$ cat src/hw/rtl/bup_pkg.sv
// bup_pkg: shared constants, state codes and control structs for the
// bilinear upsampler; no dependencies
`timescale 1ns / 1ps
`default_nettype none
package bup_pkg;

  localparam int SAMPLE_BITS = 16;
  localparam int FRAC_BITS   = 16;
  localparam int MAX_IN_W    = 256;
  localparam int MAX_IN_H    = 256;
  localparam int X_BITS      = $clog2(MAX_IN_W);
  localparam int Y_BITS      = $clog2(MAX_IN_H);
  localparam int ADDR_BITS   = X_BITS + Y_BITS;
  localparam int DST_BITS    = 12;
  localparam int INSZ_BITS   = 9;
  localparam int OUTSZ_BITS  = 13;
  localparam int PROD_BITS   = DST_BITS + 1 + INSZ_BITS;
  localparam int NUM_BITS    = PROD_BITS + FRAC_BITS;
  localparam int DEN_BITS    = OUTSZ_BITS + 1;
  localparam int QUO_BITS    = INSZ_BITS + FRAC_BITS;
  localparam int CNT_BITS    = $clog2(NUM_BITS + 1);
  localparam int CFG_IDX_BITS  = 3;
  localparam int CFG_DATA_BITS = 13;

  localparam logic [CFG_IDX_BITS-1:0] CFG_IN_HEIGHT    = 3'd0;
  localparam logic [CFG_IDX_BITS-1:0] CFG_IN_WIDTH     = 3'd1;
  localparam logic [CFG_IDX_BITS-1:0] CFG_OUT_HEIGHT   = 3'd2;
  localparam logic [CFG_IDX_BITS-1:0] CFG_OUT_WIDTH    = 3'd3;
  localparam logic [CFG_IDX_BITS-1:0] CFG_CORNER_ALIGN = 3'd4;

  localparam logic KIND_WRITE = 1'b0;
  localparam logic KIND_QUERY = 1'b1;

  typedef enum logic [3:0] {
    S_IDLE, S_MUL, S_PREP, S_DIV,
    S_RD0, S_RD1, S_RD2, S_RD3, S_RD4,
    S_ROW, S_COL, S_FIN, S_OUT
  } bup_state_t;

  typedef struct packed {
    logic                start;
    logic [NUM_BITS-1:0] num;
    logic [DEN_BITS-1:0] den;
  } div_req_t;

  typedef struct packed {
    logic                done;
    logic [QUO_BITS-1:0] quo;
  } div_rsp_t;

endpackage
`default_nettype wire

$ cat src/hw/rtl/bup_div.sv
// bup_div: restoring divider, one quotient bit per cycle
// depends on bup_pkg
`timescale 1ns / 1ps
`default_nettype none
module bup_div (
  input  wire logic              clk,
  input  wire logic              rst_n,
  input  wire bup_pkg::div_req_t req,
  output bup_pkg::div_rsp_t      rsp
);
  import bup_pkg::*;

  logic [NUM_BITS-1:0] num_r, num_nxt;
  logic [NUM_BITS-1:0] quo_r, quo_nxt;
  logic [DEN_BITS-1:0] den_r, den_nxt;
  logic [DEN_BITS-1:0] rem_r, rem_nxt;
  logic [CNT_BITS-1:0] cnt_r, cnt_nxt;
  logic                busy_r, busy_nxt;
  logic                done_r, done_nxt;
  logic [DEN_BITS:0]   rem_s;

  always_comb begin
    num_nxt  = num_r;
    quo_nxt  = quo_r;
    den_nxt  = den_r;
    rem_nxt  = rem_r;
    cnt_nxt  = cnt_r;
    busy_nxt = busy_r;
    done_nxt = 1'b0;
    rem_s    = {rem_r, num_r[NUM_BITS-1]};
    if (req.start) begin
      num_nxt  = req.num;
      den_nxt  = req.den;
      rem_nxt  = '0;
      quo_nxt  = '0;
      cnt_nxt  = CNT_BITS'(NUM_BITS);
      busy_nxt = 1'b1;
    end else if (busy_r) begin
      num_nxt = {num_r[NUM_BITS-2:0], 1'b0};
      if (rem_s >= {1'b0, den_r}) begin
        rem_nxt = DEN_BITS'(rem_s - {1'b0, den_r});
        quo_nxt = {quo_r[NUM_BITS-2:0], 1'b1};
      end else begin
        rem_nxt = rem_s[DEN_BITS-1:0];
        quo_nxt = {quo_r[NUM_BITS-2:0], 1'b0};
      end
      cnt_nxt = cnt_r - 1'b1;
      if (cnt_r == CNT_BITS'(1)) begin
        busy_nxt = 1'b0;
        done_nxt = 1'b1;
      end
    end
  end

  always_ff @(posedge clk) begin
    if (!rst_n) begin
      busy_r <= 1'b0;
      done_r <= 1'b0;
      cnt_r  <= '0;
    end else begin
      busy_r <= busy_nxt;
      done_r <= done_nxt;
      cnt_r  <= cnt_nxt;
    end
    num_r <= num_nxt;
    quo_r <= quo_nxt;
    den_r <= den_nxt;
    rem_r <= rem_nxt;
  end

  assign rsp.done = done_r;
  assign rsp.quo  = quo_r[QUO_BITS-1:0];

endmodule
`default_nettype wire

$ cat config.mk
export PLATFORM = sky130hd
export DESIGN_NAME = bup_div
export DESIGN_NICKNAME = d
export VERILOG_FILES = /design/src/hw/rtl/bup_pkg.sv /design/src/hw/rtl/bup_div.sv
export SDC_FILE = /design/constraint.sdc
export NUM_CORES = 1
export LEC_CHECK = 0
export BUFFER_PORTS_ARGS = -buffer_cell sky130_fd_sc_hd__buf_2
export CAP_MARGIN = 20
export CORE_ASPECT_RATIO = 1.75
export CORE_MARGIN = 1
export CORE_UTILIZATION = 48
export CTS_CLUSTER_SIZE = 24
export DETAILED_ROUTE_END_ITERATION = 8
export PLACE_DENSITY = 0.81
export REMOVE_ABC_BUFFERS = 1
export SETUP_SLACK_MARGIN = 0.02
export SKIP_CTS_REPAIR_TIMING = 1
export SLEW_MARGIN = 0
export SYNTH_ARGS = -nofsm -noshare
export SYNTH_HDL_FRONTEND = slang
export SYNTH_SLANG_ARGS = --single-unit
export TNS_END_PERCENT = 5
$ cat constraint.sdc
create_clock -name clk -period 2 [get_ports clk]
set_input_delay 0.4 -clock clk [delete_from_list [all_inputs] [get_ports clk]]
set_output_delay 0.4 -clock clk [all_outputs]
set_load 0.03 [all_outputs]
* Word-level counts from Yosys, hierarchy flattened
Index checks and enable logic that the tools add are counted.
** Storage, ports and cells
- Bits in registers :: 99
- Output and inout bits :: 26
** Operators by class
- $add $sub $neg :: 2
- Magnitude comparators :: 1
- Equal/unequal tests :: 1
- Multiplexer cells :: 10
- Bitwise gates (word level) :: 2
- Reduce and logical (&&, ||, !) cells :: 3
** Operators with widths (number)
- 2-to-1 mux 38 bit :: 2
- >= comparator 15 x 14 -> 1 bit :: 1
- 2-to-1 mux 14 bit :: 1
- subtractor 14 bit :: 1
- 2-to-1 mux 6 bit :: 2
- equality test 6 x 1 -> 1 bit, second input constant :: 1
- subtractor 6 x 1 -> 6 bit, second input constant :: 1
- 2-to-1 mux 1 bit :: 5
- OR reduction 3 bit :: 1
- inverter 1 bit :: 2
- nonzero test 2 bit :: 1
- OR reduction 2 bit :: 1

* Longest topological paths before layout
Gate-level depths: netlist of run 1.
- Depth in word-level cells :: 4
- Gate-level depth with buffers :: 11
- Depth with buffers taken out :: 10

* Least setup slack after synthesis of run 1
No wires, ideal clock.
- Path type :: register -> register
- From :: reg num_r[37]
- To :: reg rem_r[12]
- Setup time :: 0.148 ns
- Arrival :: 1.950 ns
- Path slack :: -0.097 ns
- Cell stages (with the launch flop) :: 11
- Buffers on the path :: 0
- Clock period less this slack :: 2.097 ns
- Cells stage by stage :: edfxtp_1 -> inv_1 -> ha_1 -> inv_1 -> fa_1 -> nand3_1 -> nand2_1 -> a21oi_1 -> nor3_1 -> o41ai_1 -> a311oi_1
** On the way
- Longest elaborated chain between the ends :: 2
- Elaborated cells on any way between the ends :: 3
- Those cells by class :: add/sub (1); order compare (1); mux (1)
** Ends and longest elaborated chain
- start, declared :: line bup_div.sv:13 : logic [NUM_BITS-1:0] num_r, num_nxt;
- start signal, assigned :: line bup_div.sv:65 : num_r <= num_nxt;
- subtractor 14 bit or >= comparator 15 x 14 -> 1 bit (tied branches) :: line bup_div.sv:41, bup_div.sv:40
- 2-to-1 mux 14 bit * :: line bup_div.sv:40 : if (rem_s >= {1'b0, den_r}) begin
- end signal, assigned :: line bup_div.sv:68 : rem_r <= rem_nxt;
- end, declared :: line bup_div.sv:16 : logic [DEN_BITS-1:0] rem_r, rem_nxt;
Every way passes the cells marked *; elsewhere a longest branch is shown, timed or not.
A chain may end at the register's enable or synchronous reset.

* Worst setup path in the final report of run 1
- From :: reg den_r[7]
- To :: reg rem_r[12]
** On the way
- Longest elaborated chain between the ends :: 2
- Elaborated cells on any way between the ends :: 3
- Those cells by class :: add/sub (1); order compare (1); mux (1)
** Ends and longest elaborated chain
- start, declared :: line bup_div.sv:15 : logic [DEN_BITS-1:0] den_r, den_nxt;
- start signal, assigned :: line bup_div.sv:67 : den_r <= den_nxt;
- subtractor 14 bit or >= comparator 15 x 14 -> 1 bit (tied branches) :: line bup_div.sv:41, bup_div.sv:40
- 2-to-1 mux 14 bit * :: line bup_div.sv:40
Marked as above.

==> results of run 1 <==
-- flip-flops by register name, indices dropped and copies added (netlist names) --
register and cells:
den_r 14, done_r 1, quo_r 25, cnt_r 6, busy_r 1, num_r 38, rem_r 14
-- cell type report --
cell class                 count  area (µm²)
clock buffer                   9         225
tap                          122         153
fill                         737        3330
sequential                    99        2500
timing repair buffer         138         892
clock inverter                 7        92.6
multi-input combinational    274        2250
inverter                      22        82.6
-- final timing paths --
path,startpoint,to,depth (start not counted)
min reg2reg,quo_r[2],quo_r[2],2
max,den_r[7],rem_r[12],9
max reg2reg,den_r[7],rem_r[12],9
min,req[11],den_r[11],1
-- logic make-up (layout without fill, tap and decap cells) --
logic type / count (synthesis) / in the layout
simple gates: 118 / 118
flops: 99 / 99
mux: 63 / 63
compound gates: 62 / 62
buf+inv: 43 / 176
fa+ha+maj: 18 / 18
xor+xnor: 13 / 13
-- power breakdown --
part	internal (mW)	total (mW)	switching [mW]
clock	1.00	1.80	0.805
combinational	0.575	1.15	0.574
sequential	2.31	2.37	0.0666
total	3.88	5.33	1.45
-- routing by layer --
metal	vias to the layer above	wire (µm)	global-route usage, %
met3	28	475	4.25
met1	1716	3920	20.8
met5	-	0	0
met2	92	5670	37.3
met4	0	340	11.9
li1	1744	-	-
-- critical path, delay by kind of cell, from the launching register on --
family          cells  cell delay (ns)
flops               1             0.34
simple gates        1             0.13
fa+ha+maj           1             0.38
buf+inv             2             0.19
compound gates      5             1.02
-- stage by stage --
| step | setup WS, ns | total power [mW] | util [%] | instance area, µm² | hold slack, ns |
|---|---|---|---|---|---|
| after floorplan | -1.41 | 2.98 | - | 4630 | 0.464 |
| after global placement | -0.203 | 3.40 | 59.4 | 5660 | 0.472 |
| after detailed placement | -0.237 | 3.44 | 59.4 | 5660 | 0.500 |
| after CTS | -0.259 | 5.24 | 62.8 | 5980 | 0.211 |
| after global routing | -0.308 | 5.54 | 65.1 | 6200 | 0.217 |
| final | -0.181 | 5.33 | 65.1 | 6200 | 0.218 |
-- cell usage in the layout (no fill, tap or decap), types with 10 or more instances in the layout --
| master | count |
|---|---|
| buf_2 | 79 |
| buf_4 | 54 |
| edfxtp_1 | 52 |
| dfxtp_1 | 46 |
| nor2_1 | 45 |
| mux2_2 | 37 |
| nand2_1 | 26 |
| mux2i_1 | 26 |
| inv_1 | 19 |
| a21oi_1 | 11 |
| ha_1 | 10 |
==> out/results.tsv, run 1 <==
metric	value	unit
Yosys cell types	57	
post-synthesis mux area share	14.3	%
Post-synth EDFFs	52	
largest family of logic cells by synthesized area	multiplexers	
Slew HR	68.6	%
final setup margin	-0.181	ns
Worst setup EP type	register	
Post-Synth Simple-Gate Area	11.5	%
Slew Limit Fails	0	
crit path kind	reg2reg	
most numerous cell in the Yosys netlist	edfxtp_1	
RSZ-0062 raised after global routing	yes	
synthesized area per cell	11.4	µm²
TritonCTS clock tree	built	
Post-route DRC	0	
Routability Congestion	0.870	
CP arrival	2.39	ns
pin count of the biggest net entering global routing	39	
vias in the first global route	3749	
number of routed nets with antenna violations	0	
Initial Util	49.8	%
global-route wire length before repair	16500	µm
synthesized instance count	416	
compound-gate portion of the synthesized area	10.1	%
fin nets	617	
failing checks	setup timing	
max_cap viols	0	
ratio of cells with drive above 1 in the final layout	44.6	%
I/O pins	81	
gr usage total	20.3	%
xor/xnor share of the synthesized area	2.40	%
number of CTS-inserted buffers	9	
port bufs	80	
Synth Area in Adders	4.90	%
leakage power	2.65	nW
main flop type after synthesis	edfxtp_1	
deepest clock path buffer count	2	
Final Setup Violations	13	
worst vdd ir	0.687	mV
initial antenna violation count	0	
dpl hpwl	7550	µm
final hold viol count	0	
detailed-route via count	3580	
Total Wirelength	10400	µm
r2r setup slk	-0.18	ns
Worst Hold Class	in2reg	
Worst-Margin Slew	0.470	ns
fmax	458	MHz
die area	10300	µm²
core area	9530	µm²
fin crit period	2.18	ns
clock transition at the registers of the reported paths	0.07	ns
post-synthesis async set-or-reset flop share	0	%
slowest cell on the critical path	ha_1	
register area share after synthesis	52.7	%
DR vias/cell	5.34	
pwr dens	859	nW/µm²
DRT Pass-1 Iters	4	
synth top area cells	edfxtp_1, dfxtp_1, mux2_2, mux2i_1, ha_1	
post-synth top area cell	edfxtp_1	
Die W	77.2	µm
H-tree Lvls	3	
setup TNS	-1.49	ns
Diodes inserted	0	
Post-synth top cells	edfxtp_1, nor2_1, dfxtp_1	
area grow syn2layout	30.6	%
final clock skew	0.0107	ns
CP startpoint kind	register	
dpl cells	653	
CP required	2.21	ns
Root Buffer Master	clkbuf_16	
crit-path max FO	5	
worst-skew pair later-pin latency	0.35	ns
Critical Path, Cell by Cell	inv_1 > ha_1 > nand2_2 > o21ai_0 > a21oi_2 > buf_4 > a31o_2 > o41ai_1 > a311oi_1	
final non-filler cell total	671	
Cell Rows	47	
status	finished with violations	
DR iter-0 viols	188	
Post-Syn Area	4750	µm²
Synth top area share	32.9	%
die height	134	µm
synthesized flop and latch total	99	
yosys warns	0	
DR WL/cell	15.5	µm
Max stage delay on crit path	0.38	ns
global route overflow	0	
period utilization	109	%
Clock Sink Count	99	
(Power assumes the default switching activity.)
==> run 2: changes to the inputs <==
--- a/config.mk
+++ b/config.mk
@@ -5,6 +5,7 @@
 export SDC_FILE = /design/constraint.sdc
 export NUM_CORES = 1
 export LEC_CHECK = 0
+export ABC_AREA = 1
 export BUFFER_PORTS_ARGS = -buffer_cell sky130_fd_sc_hd__buf_2
 export CAP_MARGIN = 20
 export CORE_ASPECT_RATIO = 1.75
==> run 2 against run 1 <==
The flow now finishes without violations. Final cell count is 18% higher. Clock power fell by 3%. Critical path depth up 2. Count of clock-buffer cells in the layout up 3. Worst hold slack gained 0.013 ns. Power decreased by 13%. Synthesized area is 0.45% higher. Routed wire length up 13%. Register-to-register slack improved by 0.24 ns. Sequential cell count unchanged. Sequential share of layout area up 1.6 points.
==> out/results.tsv, run 2 <==
metric	value	unit	change
post-synthesis async set-or-reset flop share	0	%	unchanged
vias in the first global route	4140		+10%
compound-gate portion of the synthesized area	8.50	%	-1.6 points
core area	9530	µm²	unchanged
xor/xnor share of the synthesized area	1.10	%	-1.3 points
ratio of cells with drive above 1 in the final layout	26.2	%	-18 points
Largest delay share family, worst path	compound AO/OA/AOI/OAI gates		
Die W	77.3	µm	+0.22%
dpl cells	771		+18%
worst-skew pair later-pin latency	0.34	ns	about the same
largest family of logic cells by synthesized area	simple AND/OR/NAND/NOR gates		
final hold viol count	0		unchanged
DR WL/cell	14.9	µm	-4.1%
crit-path max FO	6		+1
most numerous cell in the Yosys netlist	nand2_1		
most frequent cell on the critical path	nand2_1		
Routability Congestion	0.946		+8.7%
leading cell type in the layout, fill and taps excluded	nand2_1		
Post-synth EDFFs	52		unchanged
Critical Path, Cell by Cell	inv_2 > ha_4 > nand2_1 > nand2_1 > nand2_1 > nand2_2 > a21oi_4 > buf_6 > nand3_4 > a21boi_1 > a21oi_1		
pin count of the biggest net entering global routing	54		+38%
Post-Synth Simple-Gate Area	24.5	%	+13 points
Clock Sink Count	99		unchanged
CP required	2.22	ns	about the same
M1 GR Usage	23.0	%	+2.2 points
initial antenna violation count	0		unchanged
GR peak layer	met2		
Max stage delay on crit path	0.38	ns	about the same
Largest regs	num_r (38), quo_r (25)		
register area share after synthesis	52.5	%	-0.24 points
Final Util	62.6	%	-2.5 points
Reg with most FFs	num_r		
Initial Util	50.1	%	+0.22 points
Post-route DRC	0		unchanged
number of routed nets with antenna violations	0		unchanged
clock transition at the registers of the reported paths	0.07	ns	about the same
Cell Rows	47		unchanged
area grow syn2layout	25.1	%	
I/O pins	81		unchanged
DP Worst Slack	-0.0697	ns	+0.167 ns
Worst-Margin Slew	0.532	ns	+0.0621 ns
global route overflow	0		unchanged
final non-filler cell total	794		+18%
Slew HR	64.5	%	-4.1 points
deepest clock path buffer count	2		unchanged
synth top area cells	edfxtp_1, dfxtp_1, nand2_1, inv_1, ha_1		
gr usage total	22.4	%	+2.1 points
main flop type after synthesis	edfxtp_1		
die area	10400	µm²	+0.44%
Slew Limit Fails	0		unchanged
number of CTS-inserted buffers	9		unchanged
Post-synth top cells	nand2_1, inv_1, edfxtp_1		
synthesized instance count	569		+37%
worst vdd ir	0.768	mV	+12%
leakage power	2.81	nW	+5.9%
Diodes inserted	0		unchanged
die height	134	µm	+0.22%
pwr dens	776	nW/µm²	-9.7%
synthesized flop and latch total	99		unchanged
Synth top area share	32.7	%	-0.15 points
port bufs	80		unchanged
fmax	516	MHz	+13%
fin crit period	1.94	ns	-0.244 ns
slowest cell on the critical path	edfxtp_1		
TritonCTS clock tree	built		
H-tree Lvls	3		unchanged
Worst Path Buf+Inv	2		unchanged
synthesized area per cell	8.38	µm²	-27%
status	complete, no violations		
fill count	829		+12%
period utilization	96.9	%	-12 points
Yosys cell types	41		-28%
Synth Area in Adders	4.88	%	-0.022 points
Post-Syn Area	4770	µm²	+0.45%
yosys warns	0		unchanged
Final Setup Violations	0		-13
final setup margin	0.0630	ns	+0.244 ns
Total Wirelength	11800	µm	+13%
most frequent cells in the layout	nand2_1, buf_2, inv_1		
post-synthesis mux area share	0	%	-14 points
max_cap viols	0		unchanged
crit path kind	reg2reg		
Root Buffer Master	clkbuf_16		
final clock skew	0.00695	ns	-0.00373 ns
CP startpoint kind	register		
Worst setup EP type	register		
DR iter-0 viols	246		+31%
max FFs per register	38		unchanged
post-synth top area cell	edfxtp_1		
Worst Hold Class	in2reg		
met3 Resource Use GR	3.54	%	-0.71 points
DRT Pass-1 Iters	5		+1
Min Hold Slack	0.232	ns	+0.0135 ns
RSZ-0062 raised after global routing	yes		
met2 usage in global routing	42.2	%	+4.9 points
dpl hpwl	8230	µm	+9.1%
Sequential Area	2500	µm²	about the same
Multi-input gate area	2090	µm²	-7.0%
DR vias/cell	5.30		-0.60%
fin nets	740		+20%
CP arrival	2.15	ns	-0.24 ns
detailed-route via count	4211		+18%
global-route wire length before repair	18200	µm	+10%
[run 2: changes by cell type after synthesis, sizes merged, moves of 19 or more]
| cell | delta |
|---|---|
| inv | +57 |
| nand3 | +19 |
| nand2 | +168 |
| o22ai | +21 |
| mux2 | -37 |
| mux2i | -26 |
[run 2: path summary, 6_finish.rpt]
check | startpoint | to | slack [ns] | cells after the start
max reg2reg | den_r[8] | rem_r[8] | 0.06 | 11
min | req[5] | den_r[5] | 0.23 | 1
min reg2reg | quo_r[24] | quo_r[24] | 0.46 | 2
max | den_r[8] | rem_r[8] | 0.06 | 11
[run 2: cell families after synthesis]
kind of cell | Yosys count
and+or+nand+nor | 275
buffers and inverters | 101
DFF | 99
AOI/OAI and AO/OA | 70
adders and majority gates | 18
xor gates and xnor gates | 6
[run 2: layer usage]
| layer | vias up | wire [µm] |
|---|---|---|
| met1 | 1972 | 4230 |
| met5 | - | 0 |
| met4 | 0 | 535 |
| li1 | 2042 | - |
| met2 | 151 | 6490 |
| met3 | 46 | 551 |
[run 2: layout make-up]
cell class	instances	share of cell area, %
Clock buffer	12	4.32
Multi-Input combinational cell	372	35.1
Clock inverter	4	0.818
Inverter	82	5.16
Tap cell	122	2.56
Sequential cell	99	41.9
Timing Repair Buffer	103	10.1
[run 2: per-stage QoR]
stage	power [mW]	setup TNS, ns	instance area [µm²]
floorplan	2.64	-15.23	4670
global placement	2.84	0	5390
detailed placement	2.87	-0.258	5390
CTS	4.60	-0.441	5700
global route	4.78	-0.0802	5970
finish	4.63	0	5970
[run 2: where the power goes]
part           switching [mW]  total (mW)  internal (mW)
registers              0.0494        2.33           2.28
logic                   0.327       0.545          0.218
clock network           0.710        1.75           1.04
total                    1.09        4.63           3.54
